### src/design/lru_pkg.sv
`timescale 1ns / 1ps

package lru_pkg;

  localparam int PAGE_BITS      = 16;
  localparam int FRAMES_DEFAULT = 4;
  localparam int CNT_BITS       = 32;

  localparam logic [CNT_BITS-1:0] CNT_MAX = {CNT_BITS{1'b1}};

  typedef struct packed {
    logic [PAGE_BITS-1:0] page;
    logic                 last_ref;
  } in_item_t;

  typedef struct packed {
    logic                 hit;
    logic                 evicted_valid;
    logic [PAGE_BITS-1:0] evicted_page;
    logic [CNT_BITS-1:0]  hits_so_far;
    logic [CNT_BITS-1:0]  faults_so_far;
    logic                 last_out;
  } out_item_t;

  typedef struct packed {
    logic                 hit;
    logic                 evicted_valid;
    logic [PAGE_BITS-1:0] evicted_page;
    logic                 last;
  } lookup_res_t;

  function automatic logic [CNT_BITS-1:0] sat_inc(input logic [CNT_BITS-1:0] v);
    return (v == CNT_MAX) ? v : v + CNT_BITS'(1);
  endfunction

endpackage

### src/design/lru_mem.sv
`timescale 1ns / 1ps

module lru_mem
  import lru_pkg::*;
#(
  parameter int  FRAMES = FRAMES_DEFAULT,
  localparam int IDX_W  = (FRAMES > 1) ? $clog2(FRAMES) : 1
) (
  input  logic                 clk,
  input  logic                 rd_en,
  input  logic [IDX_W-1:0]     rd_addr,
  input  logic [IDX_W-1:0]     wr_addr,
  input  logic                 page_we,
  input  logic                 rank_we,
  input  logic [PAGE_BITS-1:0] wr_page,
  input  logic [IDX_W-1:0]     wr_rank,
  output logic [PAGE_BITS-1:0] rd_page,
  output logic [IDX_W-1:0]     rd_rank
);

  logic [PAGE_BITS-1:0] page_mem [FRAMES];
  logic [IDX_W-1:0]     rank_mem [FRAMES];

  always_ff @(posedge clk) begin
    if (page_we) begin
      page_mem[wr_addr] <= wr_page;
    end
    if (rank_we) begin
      rank_mem[wr_addr] <= wr_rank;
    end
  end

  always_ff @(posedge clk) begin
    if (rd_en) begin
      rd_page <= page_mem[rd_addr];
      rd_rank <= rank_mem[rd_addr];
    end
  end

endmodule

### src/design/lru_ctrl.sv
`timescale 1ns / 1ps

module lru_ctrl
  import lru_pkg::*;
#(
  parameter int  FRAMES = FRAMES_DEFAULT,
  localparam int IDX_W  = (FRAMES > 1) ? $clog2(FRAMES) : 1
) (
  input  logic                 clk,
  input  logic                 rst_n,
  input  logic                 in_valid,
  output logic                 in_ready,
  input  in_item_t             in_data,
  input  logic                 out_free,
  output logic                 done,
  output lookup_res_t          res,
  output logic                 rd_en,
  output logic [IDX_W-1:0]     rd_addr,
  output logic [IDX_W-1:0]     wr_addr,
  output logic                 page_we,
  output logic                 rank_we,
  output logic [PAGE_BITS-1:0] wr_page,
  output logic [IDX_W-1:0]     wr_rank,
  input  logic [PAGE_BITS-1:0] rd_page,
  input  logic [IDX_W-1:0]     rd_rank
);

  localparam int CNT_W = $clog2(FRAMES + 1);
  localparam logic [IDX_W-1:0] LAST_RANK  = IDX_W'(FRAMES - 1);
  localparam logic [CNT_W-1:0] FULL_COUNT = CNT_W'(FRAMES);
  localparam logic [CNT_W-1:0] LAST_LIMIT = CNT_W'(FRAMES - 1);

  typedef enum logic [3:0] {
    ST_IDLE = 4'b0001,
    ST_SCAN = 4'b0010,
    ST_AGE  = 4'b0100,
    ST_UPD  = 4'b1000
  } state_t;

  state_t               state_r, state_nxt;
  logic [CNT_W-1:0]     idx_r, idx_nxt;
  logic                 pend_r, pend_nxt;
  logic [IDX_W-1:0]     pend_idx_r, pend_idx_nxt;
  logic [CNT_W-1:0]     count_r, count_nxt;
  logic [PAGE_BITS-1:0] page_r, page_nxt;
  logic                 last_r, last_nxt;
  logic                 hit_r, hit_nxt;
  logic [IDX_W-1:0]     hit_idx_r, hit_idx_nxt;
  logic [IDX_W-1:0]     hit_rank_r, hit_rank_nxt;
  logic [IDX_W-1:0]     vic_idx_r, vic_idx_nxt;
  logic [PAGE_BITS-1:0] vic_page_r, vic_page_nxt;

  logic                 full;
  logic                 more;
  logic [CNT_W-1:0]     limit;

  assign full     = (count_r == FULL_COUNT);
  assign more     = (idx_r != count_r);
  assign in_ready = (state_r == ST_IDLE);

  always_comb begin
    if (hit_r) begin
      limit = CNT_W'(hit_rank_r);
    end else if (full) begin
      limit = LAST_LIMIT;
    end else begin
      limit = FULL_COUNT;
    end
  end

  always_comb begin
    state_nxt    = state_r;
    idx_nxt      = idx_r;
    pend_nxt     = 1'b0;
    pend_idx_nxt = pend_idx_r;
    count_nxt    = count_r;
    page_nxt     = page_r;
    last_nxt     = last_r;
    hit_nxt      = hit_r;
    hit_idx_nxt  = hit_idx_r;
    hit_rank_nxt = hit_rank_r;
    vic_idx_nxt  = vic_idx_r;
    vic_page_nxt = vic_page_r;

    rd_en   = 1'b0;
    rd_addr = idx_r[IDX_W-1:0];
    wr_addr = pend_idx_r;
    page_we = 1'b0;
    rank_we = 1'b0;
    wr_page = page_r;
    wr_rank = rd_rank + IDX_W'(1);

    done              = 1'b0;
    res.hit           = hit_r;
    res.evicted_valid = !hit_r && full;
    res.evicted_page  = (!hit_r && full) ? vic_page_r : '0;
    res.last          = last_r;

    unique case (state_r)
      ST_IDLE: begin
        if (in_valid) begin
          page_nxt  = in_data.page;
          last_nxt  = in_data.last_ref;
          hit_nxt   = 1'b0;
          idx_nxt   = '0;
          state_nxt = ST_SCAN;
        end
      end
      ST_SCAN: begin
        rd_en = more;
        if (more) begin
          idx_nxt      = idx_r + CNT_W'(1);
          pend_nxt     = 1'b1;
          pend_idx_nxt = idx_r[IDX_W-1:0];
        end else begin
          idx_nxt   = '0;
          state_nxt = ST_AGE;
        end
        if (pend_r) begin
          if (rd_page == page_r) begin
            hit_nxt      = 1'b1;
            hit_idx_nxt  = pend_idx_r;
            hit_rank_nxt = rd_rank;
          end
          if (rd_rank == LAST_RANK) begin
            vic_idx_nxt  = pend_idx_r;
            vic_page_nxt = rd_page;
          end
        end
      end
      ST_AGE: begin
        rd_en = more;
        if (more) begin
          idx_nxt      = idx_r + CNT_W'(1);
          pend_nxt     = 1'b1;
          pend_idx_nxt = idx_r[IDX_W-1:0];
        end else begin
          idx_nxt   = '0;
          state_nxt = ST_UPD;
        end
        if (pend_r && (CNT_W'(rd_rank) < limit)) begin
          rank_we = 1'b1;
        end
      end
      ST_UPD: begin
        wr_rank = '0;
        if (hit_r) begin
          wr_addr = hit_idx_r;
        end else if (full) begin
          wr_addr = vic_idx_r;
        end else begin
          wr_addr = count_r[IDX_W-1:0];
        end
        if (out_free) begin
          done      = 1'b1;
          rank_we   = 1'b1;
          page_we   = !hit_r;
          state_nxt = ST_IDLE;
          if (!hit_r && !full) begin
            count_nxt = count_r + CNT_W'(1);
          end
        end
      end
      default: begin
        state_nxt = ST_IDLE;
      end
    endcase
  end

  always_ff @(posedge clk) begin
    if (!rst_n) begin
      state_r <= ST_IDLE;
      idx_r   <= '0;
      pend_r  <= 1'b0;
      count_r <= '0;
      hit_r   <= 1'b0;
    end else begin
      state_r <= state_nxt;
      idx_r   <= idx_nxt;
      pend_r  <= pend_nxt;
      count_r <= count_nxt;
      hit_r   <= hit_nxt;
    end
  end

  always_ff @(posedge clk) begin
    pend_idx_r <= pend_idx_nxt;
    page_r     <= page_nxt;
    last_r     <= last_nxt;
    hit_idx_r  <= hit_idx_nxt;
    hit_rank_r <= hit_rank_nxt;
    vic_idx_r  <= vic_idx_nxt;
    vic_page_r <= vic_page_nxt;
  end

  a_count_bound: assert property (@(posedge clk) disable iff (!rst_n)
    count_r <= FULL_COUNT)
    else $error("resident count exceeds frame count");

  a_count_on_miss: assert property (@(posedge clk) disable iff (!rst_n)
    (count_r != $past(count_r)) |->
      ($past(state_r) == ST_UPD && !$past(hit_r) && $past(out_free)))
    else $error("resident count changed outside a miss update");

  a_age_in_range: assert property (@(posedge clk) disable iff (!rst_n)
    (state_r == ST_AGE && rank_we) |-> (CNT_W'(pend_idx_r) < count_r))
    else $error("rank aging hit an unoccupied frame");

  a_hit_in_range: assert property (@(posedge clk) disable iff (!rst_n)
    (state_r == ST_UPD && hit_r) |-> (CNT_W'(hit_idx_r) < count_r))
    else $error("hit frame outside resident set");

endmodule

### src/design/lru_page_replacement.sv
`timescale 1ns / 1ps
// Each input transaction takes one frame memory read per cycle over the R resident
// frames (R at most FRAMES), once for the lookup scan and once for the rank aging pass,
// then an update that waits for the output register; transactions do not overlap.
// The next input transaction is taken while a result waits in the output register.
// Reset (rst_n low, synchronous) empties the frame set and clears both counters.
module lru_page_replacement
  import lru_pkg::*;
#(
  parameter int FRAMES = FRAMES_DEFAULT
) (
  input  logic      clk,
  input  logic      rst_n,
  input  logic      in_valid,
  output logic      in_ready,
  input  in_item_t  in_data,
  output logic      out_valid,
  input  logic      out_ready,
  output out_item_t out_data
);

  localparam int IDX_W = (FRAMES > 1) ? $clog2(FRAMES) : 1;

  logic                 rd_en;
  logic [IDX_W-1:0]     rd_addr;
  logic [IDX_W-1:0]     wr_addr;
  logic                 page_we;
  logic                 rank_we;
  logic [PAGE_BITS-1:0] wr_page;
  logic [IDX_W-1:0]     wr_rank;
  logic [PAGE_BITS-1:0] rd_page;
  logic [IDX_W-1:0]     rd_rank;

  logic                 done;
  lookup_res_t          res;
  logic                 out_free;

  logic                 out_valid_r;
  out_item_t            out_data_r;
  logic [CNT_BITS-1:0]  hit_total_r;
  logic [CNT_BITS-1:0]  fault_total_r;
  logic [CNT_BITS-1:0]  hits_cur;
  logic [CNT_BITS-1:0]  faults_cur;

  assign out_free  = !out_valid_r || out_ready;
  assign out_valid = out_valid_r;
  assign out_data  = out_data_r;

  assign hits_cur   = res.hit ? sat_inc(hit_total_r) : hit_total_r;
  assign faults_cur = res.hit ? fault_total_r : sat_inc(fault_total_r);

  lru_mem #(
    .FRAMES(FRAMES)
  ) u_mem (
    .clk     (clk),
    .rd_en   (rd_en),
    .rd_addr (rd_addr),
    .wr_addr (wr_addr),
    .page_we (page_we),
    .rank_we (rank_we),
    .wr_page (wr_page),
    .wr_rank (wr_rank),
    .rd_page (rd_page),
    .rd_rank (rd_rank)
  );

  lru_ctrl #(
    .FRAMES(FRAMES)
  ) u_ctrl (
    .clk      (clk),
    .rst_n    (rst_n),
    .in_valid (in_valid),
    .in_ready (in_ready),
    .in_data  (in_data),
    .out_free (out_free),
    .done     (done),
    .res      (res),
    .rd_en    (rd_en),
    .rd_addr  (rd_addr),
    .wr_addr  (wr_addr),
    .page_we  (page_we),
    .rank_we  (rank_we),
    .wr_page  (wr_page),
    .wr_rank  (wr_rank),
    .rd_page  (rd_page),
    .rd_rank  (rd_rank)
  );

  always_ff @(posedge clk) begin
    if (!rst_n) begin
      out_valid_r   <= 1'b0;
      hit_total_r   <= '0;
      fault_total_r <= '0;
    end else begin
      if (done) begin
        out_valid_r <= 1'b1;
      end else if (out_ready) begin
        out_valid_r <= 1'b0;
      end
      if (done) begin
        hit_total_r   <= res.last ? '0 : hits_cur;
        fault_total_r <= res.last ? '0 : faults_cur;
      end
    end
  end

  always_ff @(posedge clk) begin
    if (done) begin
      out_data_r.hit           <= res.hit;
      out_data_r.evicted_valid <= res.evicted_valid;
      out_data_r.evicted_page  <= res.evicted_page;
      out_data_r.hits_so_far   <= hits_cur;
      out_data_r.faults_so_far <= faults_cur;
      out_data_r.last_out      <= res.last;
    end
  end

  a_clear_after_last: assert property (@(posedge clk) disable iff (!rst_n)
    (done && res.last) |=> (hit_total_r == '0 && fault_total_r == '0))
    else $error("counters not cleared after final transaction");

  a_no_overwrite: assert property (@(posedge clk) disable iff (!rst_n)
    done |-> out_free)
    else $error("result produced while output register is occupied");

endmodule

### config.mk
export PLATFORM = sky130hd
export DESIGN_NAME = lru_page_replacement
export DESIGN_NICKNAME = d
export VERILOG_FILES = /design/src/design/lru_pkg.sv /design/src/design/lru_mem.sv /design/src/design/lru_ctrl.sv /design/src/design/lru_page_replacement.sv
export SDC_FILE = /design/constraint.sdc
export NUM_CORES = 1
export LEC_CHECK = 0
export ABC_AREA = 1
export ABC_CLOCK_PERIOD_IN_PS = 9590
export BUFFER_PORTS_ARGS = -buffer_cell sky130_fd_sc_hd__buf_2
export CORE_MARGIN = 2
export CORE_UTILIZATION = 65
export CTS_CLUSTER_DIAMETER = 30
export CTS_CLUSTER_SIZE = 20
export DETAILED_ROUTE_END_ITERATION = 8
export GPL_TIMING_DRIVEN = 0
export PLACE_DENSITY = 0.95
export SETUP_SLACK_MARGIN = 0.5
export SLEW_MARGIN = 20
export SYNTH_ARGS = -nofsm -noshare
export SYNTH_HDL_FRONTEND = slang
export SYNTH_SLANG_ARGS = --single-unit
### constraint.sdc
create_clock -name clk -period 9.59 [get_ports clk]
set_clock_uncertainty 0.1 [all_clocks]
set_input_delay 0 -clock clk [delete_from_list [all_inputs] [get_ports clk]]
set_output_delay 0 -clock clk [all_outputs]
set_load 0.03 [all_outputs]
Yosys cells after proc, flatten, opt, wreduce, memory -nomap -nowiden:

Memory sizes are Yosys's and may differ from the RTL's. A register that Yosys moved wholly into a read port is not among the register bits.
Index checks and enable logic that the tools add are counted.

* bits in writable memories: 72
* memories kept: 2
* word-level logic and storage cells: 103
* ROM bits: 0
* latch bits: 0
* output and inout bits: 85
* register bits: 201
* input port bits: 21

Memory list
* u_mem.page_mem: depth 4, width 16, rd ports 1, clocked after memory_dff 1, wr ports 1, RTL line lru_mem.sv:21 `logic [PAGE_BITS-1:0] page_mem [FRAMES];`
* u_mem.rank_mem: depth 4, width 2, rd ports 1, clocked after memory_dff 1, wr ports 1, RTL line lru_mem.sv:22 `logic [IDX_W-1:0] rank_mem [FRAMES];`

* multiplexer cells: 38
* divide/modulo/power cells: 0
* shift-type cells: 0
* bitwise gates (word level): 0
* add/sub/neg operators: 5
* $mul: 0
* equal/unequal tests: 16
* magnitude comparators: 1
* reductions and logical operators: 20

Operators with widths (number)
* two-way mux 32 bit: 6
* adder 32 x 1 -> 32 bit (second input constant): 2
* == test 32 bit (second input constant): 2
* == test 16 bit: 1
* two-way mux 1 bit: 16
* two-way mux 4 bit: 4
* one-hot mux 4 bit (4 select lines): 1
* two-way mux 3 bit: 4
* AND reduction 3 bit: 3
* two-way mux 2 bit: 4
* != test 2 bit (second input constant): 4
* AND reduction 2 bit: 4
* AND reduction 4 bit: 2
* adder 3 x 1 -> 3 bit (second input constant): 2
* one-hot mux 3 bit (2 select lines): 1
* nonzero test 2 bit: 3
* == test 4 x 1 -> 1 bit (second input constant): 1
* == test 4 x 2 -> 1 bit (second input constant): 1
* == test 4 x 3 -> 1 bit (second input constant): 1
* == test 4 bit (second input constant): 1
* != test 2 x 1 -> 1 bit (second input constant): 2
* one-hot mux 1 bit (2 select lines): 2
* == test 3 bit (second input constant): 1
* logical AND 1 bit: 3
* other kinds (7): 9

Longest topological paths before layout:

Gate-level depths: netlist (run 1).

* depth after elaboration: 9
* depth in mapped cells: 13
* depth with buffers taken out: 13

Cells and area by module:

Synthesis (run 1) repeated with hierarchy kept, for this count alone.

* cells, all modules: 1542
* area, all modules: 13772.0 µm²

Modules (own cells, without submodules)
* lru_page_replacement: seq. area each 3793.6 µm², cells an instance 951, instances 1, area an instance 7602.3 µm²
* lru_mem: seq. area each 2702.6 µm², cells an instance 312, instances 1, area an instance 3649.8 µm²
* lru_ctrl: seq. area each 1471.4 µm², cells an instance 279, instances 1, area an instance 2519.9 µm²

Worst setup path before layout (run 1):

OpenSTA, ideal clock, no wires.

* kind: reg2reg
* start point: register u_ctrl.state_r[0]
* end point: memory u_mem.page_mem[0][0] (enable)
* required time: 9.101 ns
* path buffers: 0
* period minus slack after synthesis: 4.497 ns
* slack: 5.093 ns
* arrival time: 4.009 ns
* library setup time: 0.389 ns
* cell stages (with the launch flop): 6
* cells stage by stage: dfxtp_1 > nor2_1 > nand3_1 > nor2_2 > nand2_1 > nor2_1

* cells in the longest elaborated chain, start to end: 4
* elaborated cells between the ends (all ways): 5
* those cells by class: 1 x eq/ne; 4 x mux

Ends and longest elaborated chain
* start, declared: RTL line lru_ctrl.sv:40 `state_t state_r, state_nxt;`
* start signal, assigned: RTL line lru_ctrl.sv:178 `state_r <= state_nxt;`
* == test 4 bit *: RTL line lru_ctrl.sv:99 `unique case (state_r)`
* two-way mux 1 bit: RTL line lru_ctrl.sv:99
* two-way mux 1 bit: RTL line lru_mem.sv:25 `if (page_we) begin`
* two-way mux 1 bit (implied by the code): RTL line lru_mem.sv:26 `page_mem[wr_addr] <= wr_page;`
* end, declared: RTL line lru_mem.sv:21

Mark *: on every way between the ends. The rest lies on a longest branch, timed or not.

Worst setup path after layout (run 1):

* start point: register u_ctrl.hit_r
* end point: memory u_mem.rank_mem[0][1] (netlist name) (enable)

* cells in the longest elaborated chain, start to end: 7
* elaborated cells between the ends (all ways): 9
* those cells by class: 1 x order compare; 7 x mux; 1 x reduce/logical

Ends and longest elaborated chain
* start, declared: RTL line lru_ctrl.sv:47 `logic hit_r, hit_nxt;`
* start signal, assigned: RTL line lru_ctrl.sv:182 `hit_r <= hit_nxt;`
* two-way mux 3 bit: RTL line lru_ctrl.sv:62 `if (hit_r) begin`
* less-than comparator 2 x 3 -> 1 bit: RTL line lru_ctrl.sv:141 `if (pend_r && (CNT_W'(rd_rank) < limit)) begin`
* logical AND 1 bit: RTL line lru_ctrl.sv:141
* two-way mux 1 bit: RTL line lru_ctrl.sv:141
* one-hot mux 1 bit (2 select lines): RTL line lru_ctrl.sv:99
* two-way mux 1 bit: RTL line lru_mem.sv:28 `if (rank_we) begin`
* two-way mux 1 bit (implied by the code): RTL line lru_mem.sv:29 `rank_mem[wr_addr] <= wr_rank;`
* end, declared: RTL line lru_mem.sv:22

Several ways; a longest one is shown, not always the timed one.

==> tab_implementation.tex, run 1 <==
\begin{tabular}{lr}
\hline
Metric & Value \\
\hline
\multicolumn{2}{l}{\textbf{Logic synthesis}} \\
Ranking of synthesized cells by area & edfxtp\_1 49\%, dfxtp\_1 12\%, nand2\_1 8.1\% \\
Number of enable flip-flop cells after synthesis & 214 \\
Mapped Area & around 13000 sq um \\
Distinct cells, synth & 45 \\
Flip-flop and latch count after synthesis & 291 \\
Average footprint of a synthesized cell & 9.77 sq um \\
Predominant post-synthesis flop cell & edfxtp\_1 \\
Synth area leader & edfxtp\_1 \\
Warning count from the yosys run & 0 \\
Share of synthesized registers carrying an async set or reset & 0 \\
Top-area cell type share of the netlist area & 0.487 \\
Syn Nets & 1377 \\
Cell types with the highest counts after synthesis & 285 x nand2\_1, 214 x edfxtp\_1, 146 x nor2\_1 \\
Count leader, synth & nand2\_1 \\
Number of instances in the synthesized netlist & about 1300 \\
Sequential cell area fraction in the yosys report & 0.604 \\
\multicolumn{2}{l}{\textbf{Finish}} \\
Final layout net count & 1559 \\
Filler Cell Count & 1093 \\
Fraction of final layout cells with drive strength greater than 1 & 0.195 \\
Post-layout utilization of the core & 0.796 \\
Layout Area Growth over Synthesis & 20.9\% \\
\multicolumn{2}{l}{\textbf{Timing}} \\
Minimum clock period after layout & 3.48 ns \\
Endpoints failing hold & 0 \\
Worst-margin pin slew & 0.833 ns \\
Share of the cycle needed by the critical path after routing & 0.363 \\
Smallest hold slack & 0.0514 ns \\
Setup-violating endpoint count in the final report & 0 \\
Relative slew slack & 0.444 \\
Total Negative Setup Slacks & 0 ns \\
Final max-slew violation count & 0 \\
Upper clock frequency limit & 288 MHz \\
RSZ-0062 raised after global routing & false \\
\multicolumn{2}{l}{\textbf{Route}} \\
Drc violations & 0 \\
Remaining antenna violation count & 0 \\
TritonRoute pass-1 iters & 6 \\
Post-detailed-routing wire length & 37300 um \\
Per-cell routed wire length & approximately 20 um \\
Via-to-Cell Ratio & 6.17 \\
DR vias & 11400 \\
Violation count after the first detailed-routing iteration & 1528 \\
\multicolumn{2}{l}{\textbf{Floorplanning}} \\
Chip Width & between 100 and 150 um \\
Core ar. & 20000 sq um \\
Boundary pin count & 106 \\
Height of the die & 146 um \\
\# rows & 52 \\
Initial cell density of the core & 0.658 \\
Die area & about 21000 sq um \\
\multicolumn{2}{l}{\textbf{Power}} \\
Static leakage power & 5.90 nW \\
P per Cell Area & 193 nW/um\^{}2 \\
Maximum vdd drop & 237 uV \\
\multicolumn{2}{l}{\textbf{CTS}} \\
Reg clk slew, reported paths & approximately 0.060 ns \\
H-tree levels & 2 \\
Root Buffer Master & clkbuf\_16 \\
Sinks on the clock net & between 200 and 300 \\
Clock tree from TritonCTS & built \\
Maximum root-to-sink buffer count & 3 \\
Total clock buffers created by CTS & 45 \\
Skew-Pair Late Insertion Delay & roughly 0.56 ns \\
\multicolumn{2}{l}{\textbf{Global routing}} \\
Number of global-route vias before repair & 11000 \\
Met2 Resource Use GR & 0.581 \\
Overall fraction of global-route tracks in use & 0.346 \\
Number of antenna violations at the first check in global routing & 1 \\
Global-route layer with the greatest usage & met2 \\
Maximum number of pins on one net before global-route repair & 34 \\
Met3 GRT Util & 0.0750 \\
Gr ovfl total & 0 \\
Wire length of the first global-routing pass & 58000 um \\
Met1 capacity usage during global routing & 0.425 \\
\multicolumn{2}{l}{\textbf{Hold path}} \\
Worst min path class & input port to register \\
\multicolumn{2}{l}{\textbf{Setup path}} \\
Arrival time worst endpoint & $\sim$3.6 ns \\
Crit path launch type & register \\
Startpoint-to-endpoint class of the critical path & register to register \\
CP Capture Type & register \\
CP max FO & 10 \\
Worst EP required & 9.69 ns \\
Slack of the worst reg-to-reg path & 6.11 ns \\
\multicolumn{2}{l}{\textbf{Placement}} \\
PortBufs & roughly 110 \\
HPWL after DPL & 23100 um \\
Last weighted congestion value of the routability-driven placer & 0.964 \\
\multicolumn{2}{l}{\textbf{Flow run}} \\
Number of max-cap violations & 0 \\
\multicolumn{2}{l}{\textbf{Outcome}} \\
Result of the run & complete, no violations \\
\hline
\end{tabular}
==> metal layers <==
metal	wire length, um	part of all wire
met1	13300	0.36
met2	17900	0.48
met3	3870	0.10
met4	2200	0.059
met5	0	0
==> layout by cell type, fill, tap and decap left out, types with 26 or more instances in the layout <==
master,n
nand2_1,285
edfxtp_1,214
nor2_1,140
inv_1,137
buf_2,119
nand3_1,80
dfxtp_1,77
a21oi_1,64
o21ai_0,55
clkbuf_16,47
nand4_1,36
nand2_2,31
clkbuf_1,26
==> critical path: stages (launching register included) <==
cell,delay (ns)
dfxtp_1,0.41
inv_1,0.26
clkbuf_1,0.44
clkbuf_1,0.62
o21ai_0,0.20
ha_1,0.30
o21a_1,0.10
o21ai_0,0.19
a31oi_1,0.22
nor2_1,0.30
==> cell type report <==
cell class                 instances  area, sq um  area share
antenna                            1         2.50    0.000157
clock buffer                      52         1190      0.0749
tap                              270          338      0.0212
inverter                         147          552      0.0346
sequential                       291         7970       0.500
buffer                            47          235      0.0148
multi-input combinational        864         4450       0.279
clock inverter                    32          329      0.0206
timing repair buffer             135          875      0.0549
==> metrics by stage <==
step | setup WS (ns) | area [sq um] | power [mW] | cells
after floorplan | 5.09 | 13200 | 1.42 | 1349
after global placement | 3.67 | 14000 | 1.44 | 1724
after detailed placement | 6.38 | 14200 | 1.45 | 1733
after CTS | 6.26 | 15900 | 3.06 | 1838
after global routing | 6.06 | 15900 | 3.13 | 1839
final | 6.11 | 15900 | 3.07 | 1839
==> path summary, 6_finish.rpt <==
kind                     startpoint                    end  cells past startpoint
setup reg to reg       u_ctrl.hit_r   u_mem.rank_mem[0][1]                      9
hold / removal           in_data[4]      u_ctrl.wr_page[3]                      2
hold reg to reg   u_mem.rd_page[13]  u_ctrl.vic_page_r[13]                      0
setup / recovery       u_ctrl.hit_r   u_mem.rank_mem[0][1]                      9
==> sequential cells by signal (all words and copies together) (netlist names), 2 cells and up <==
register,count
u_mem.rank_mem,8
u_ctrl.vic_page_r,16
u_mem.rd_rank,2
out_data,83
u_ctrl.state_r,4
u_ctrl.hit_rank_r,2
u_ctrl.vic_idx_r,2
u_mem.rd_page,16
fault_total_r,32
u_ctrl.pend_idx_r,2
u_ctrl.idx_r,3
u_ctrl.count_r,3
u_mem.page_mem,64
hit_total_r,32
u_ctrl.hit_idx_r,2
u_ctrl.wr_page,16
==> power breakdown <==
part	internal (mW)	switching [mW]	leakage (nW)
Clock	0.998	0.634	0.722
Combinational	0.0195	0.0422	2.60
Sequential	1.36	0.0171	2.57
Total	2.38	0.693	5.90
==> timing repair <==
item,4_1_cts,5_1_grt
hold buffers,21,0
endpoints found under the setup margin,0,0
buffers inserted,0,0
endpoints found under the hold margin,33,0
gates resized for setup,0,0
==> kinds of logic after synthesis <==
| group | share of synthesized area |
|---|---|
| AND/OR/NAND/NOR | 0.229 |
| buffers and inverters | 0.0597 |
| XOR/XNOR | 0.0263 |
| flip-flops | 0.604 |
| AO/OA/AOI/OAI | 0.0736 |
| adder cells (fa/ha/maj) | 0.00664 |
(Power assumes the default switching activity.)
==> inputs of run 2 (changes only) <==
--- a/config.mk
+++ b/config.mk
@@ -6,15 +6,15 @@
 export NUM_CORES = 1
 export LEC_CHECK = 0
 export ABC_AREA = 1
-export ABC_CLOCK_PERIOD_IN_PS = 9590
+export ABC_CLOCK_PERIOD_IN_PS = 3350
 export BUFFER_PORTS_ARGS = -buffer_cell sky130_fd_sc_hd__buf_2
 export CORE_MARGIN = 2
-export CORE_UTILIZATION = 65
+export CORE_UTILIZATION = 60
 export CTS_CLUSTER_DIAMETER = 30
 export CTS_CLUSTER_SIZE = 20
 export DETAILED_ROUTE_END_ITERATION = 8
 export GPL_TIMING_DRIVEN = 0
-export PLACE_DENSITY = 0.95
+export PLACE_DENSITY = 0.89
 export SETUP_SLACK_MARGIN = 0.5
 export SLEW_MARGIN = 20
 export SYNTH_ARGS = -nofsm -noshare
==> constraint.sdc (replaced) <==
create_clock -name clk -period 3.35 [get_ports clk]
set_clock_uncertainty 0.1 [all_clocks]
set_input_delay 0 -clock clk [delete_from_list [all_inputs] [get_ports clk]]
set_output_delay 0 -clock clk [all_outputs]
set_load 0.03 [all_outputs]
==> tab_implementation.tex, run 2 (same netlist as run 1, synthesis figures left out) <==
\begin{tabular}{lr}
\hline
Metric & Value \\
\hline
\multicolumn{2}{l}{\textbf{Outcome}} \\
Result of the run & complete, no violations \\
\multicolumn{2}{l}{\textbf{Floorplanning}} \\
Die area & between 20000 and 25000 sq um \\
Chip Width & 152 um \\
Height of the die & 152 um \\
Initial cell density of the core & 0.608 \\
Core ar. & between 20000 and 25000 sq um \\
Boundary pin count & 106 \\
\# rows & 54 \\
\multicolumn{2}{l}{\textbf{Flow run}} \\
Number of max-cap violations & 0 \\
\multicolumn{2}{l}{\textbf{Timing}} \\
Relative slew slack & 0.385 \\
Setup slack after layout & 0.615 ns \\
Final max-slew violation count & 0 \\
Upper clock frequency limit & 366 MHz \\
Share of the cycle needed by the critical path after routing & 0.816 \\
Minimum clock period after layout & approximately 2.7 ns \\
Total Negative Setup Slacks & 0 ns \\
Setup-violating endpoint count in the final report & 0 \\
Worst-margin pin slew & between 0.9 and 1 ns \\
RSZ-0062 raised after global routing & false \\
Endpoints failing hold & 0 \\
Smallest hold slack & 0.0470 ns \\
\multicolumn{2}{l}{\textbf{Setup path}} \\
Largest stage delay, worst path & 0.52 ns \\
CP Capture Type & register \\
Worst-path cell with the longest stage delay & nor2\_4 \\
Cell type group with the largest total delay on the critical path & simple AND/OR/NAND/NOR gates \\
Startpoint-to-endpoint class of the critical path & register to register \\
CP max FO & 16 \\
Number of buffer and inverter stages on the critical path & 3 \\
Worst EP required & approximately 3.4 ns \\
Cell-by-cell trace of the critical path & inv\_1 > clkbuf\_2 > nand2\_1 > o21ai\_0 > o22ai\_1 > inv\_1 > nand2\_1 > nor2\_4 \\
Arrival time worst endpoint & between 2 and 3 ns \\
Crit path launch type & register \\
\multicolumn{2}{l}{\textbf{Power}} \\
Static leakage power & 6.03 nW \\
P per Cell Area & 562 nW/um\^{}2 \\
Maximum vdd drop & 594 uV \\
Sum of internal, switching and leakage power & 9.17 mW \\
\multicolumn{2}{l}{\textbf{CTS}} \\
H-tree levels & 2 \\
Total clock buffers created by CTS & 47 \\
Maximum root-to-sink buffer count & 3 \\
Clock tree from TritonCTS & built \\
Skew-Pair Late Insertion Delay & around 0.57 ns \\
Root Buffer Master & clkbuf\_16 \\
Sinks on the clock net & 291 \\
Reg clk slew, reported paths & 0.06 ns \\
\multicolumn{2}{l}{\textbf{Global routing}} \\
Number of global-route vias before repair & 11100 \\
Gr ovfl total & 0 \\
Maximum number of pins on one net before global-route repair & 34 \\
Overall fraction of global-route tracks in use & 0.308 \\
Wire length of the first global-routing pass & $\sim$57000 um \\
Number of antenna violations at the first check in global routing & 0 \\
\multicolumn{2}{l}{\textbf{Placement}} \\
Worst slack at placement & 0.240 ns \\
PortBufs & $\sim$110 \\
HPWL after DPL & 22500 um \\
Last weighted congestion value of the routability-driven placer & about 0.95 \\
\multicolumn{2}{l}{\textbf{Route}} \\
Post-detailed-routing wire length & roughly 36000 um \\
Drc violations & 0 \\
Per-cell routed wire length & 19.4 um \\
Via-to-Cell Ratio & 5.88 \\
Remaining antenna violation count & 0 \\
Violation count after the first detailed-routing iteration & 1155 \\
TritonRoute pass-1 iters & 7 \\
DR vias & 10900 \\
\multicolumn{2}{l}{\textbf{Finish}} \\
Commonest cells after routing, fill and taps aside & 276 x nand2\_1, 214 x edfxtp\_1, 138 x nor2\_1 \\
Fraction of final layout cells with drive strength greater than 1 & 0.216 \\
Most common library cell in the layout ignoring fill and taps & nand2\_1 \\
Sequential cell area & roughly 8000 sq um \\
Filler Cell Count & about 1300 \\
Multi-input gate area in the final layout & 4590 sq um \\
Layout Area Growth over Synthesis & 23.8\% \\
Largest register FFs & 83 \\
Final layout net count & 1560 \\
Antenna cell count & 0 \\
Post-layout utilization of the core & 0.753 \\
\multicolumn{2}{l}{\textbf{Hold path}} \\
Worst min path class & input port to register \\
\hline
\end{tabular}
==> run 2: cell types whose count changed in the layout (fill, tap and decap cells not counted), moves of 7 or more <==
cell,delta
buf_2,-9
nand2_1,-9
nand3_1,-14
clkinvlp_4,-7
clkbuf_1,-7
nand3_2,+14
==> run 2: worst reg2reg max path, cell delays in order, from the launching register on <==
cell and delay, ns:
dfxtp_2 0.37, inv_1 0.21, clkbuf_2 0.30, nand2_1 0.16, o21ai_0 0.25, o22ai_1 0.22
inv_1 0.13, nand2_1 0.12, nor2_4 0.52
==> run 2: where the power goes <==
group	switching [mW]	internal [mW]	leakage [nW]	total, mW
combinational	0.116	0.0566	2.64	0.172
clock	1.92	3.13	0.815	5.05
sequential	0.0499	3.90	2.58	3.95
==> run 2: cell type report <==
type / instances / share of cell area
plain buffers: 47 / 0.0203
multi-input cells: 865 / 0.281
inverters: 147 / 0.0338
clock buffers: 49 / 0.0725
clock inverters: 39 / 0.0305
repair buffers: 133 / 0.0518
well taps: 280 / 0.0215
flip-flops and latches: 291 / 0.488
==> run 2: metal layers <==
metal  routed length (um)  track usage
met5                    0            0
met4                 1670        0.144
met3                 3480       0.0657
met2                17900        0.538
met1                12900        0.366
==> run 2: repair_timing <==
action	4_1_cts	5_1_grt
endpoints found under the setup margin	73	41
gates cloned	1	0
resized for setup	3	5
hold buffers	21	0
hold endpoints to repair	31	0
setup buffers	0	4
pin swaps	1	2
==> run 2: final timing paths <==
| path | from | end | slack [ns] | cells after the start |
|---|---|---|---|---|
| min | in_data[4] | u_ctrl.wr_page[3] | 0.05 | 2 |
| min reg2reg | u_mem.rd_page[13] | u_ctrl.vic_page_r[13] | 0.36 | 0 |
| max reg2reg | u_ctrl.hit_r | u_mem.page_mem[3][0] | 0.62 | 8 |
| max | u_ctrl.hit_r | u_mem.page_mem[3][0] | 0.62 | 8 |
==> run 2: per-stage QoR <==
stage,cells,area [sq um]
2_1_floorplan,1349,13400
3_3_place_gp,1734,14300
3_5_place_dp,1737,14400
4_1_cts,1847,16300
5_1_grt,1851,16300
6_report,1851,16300
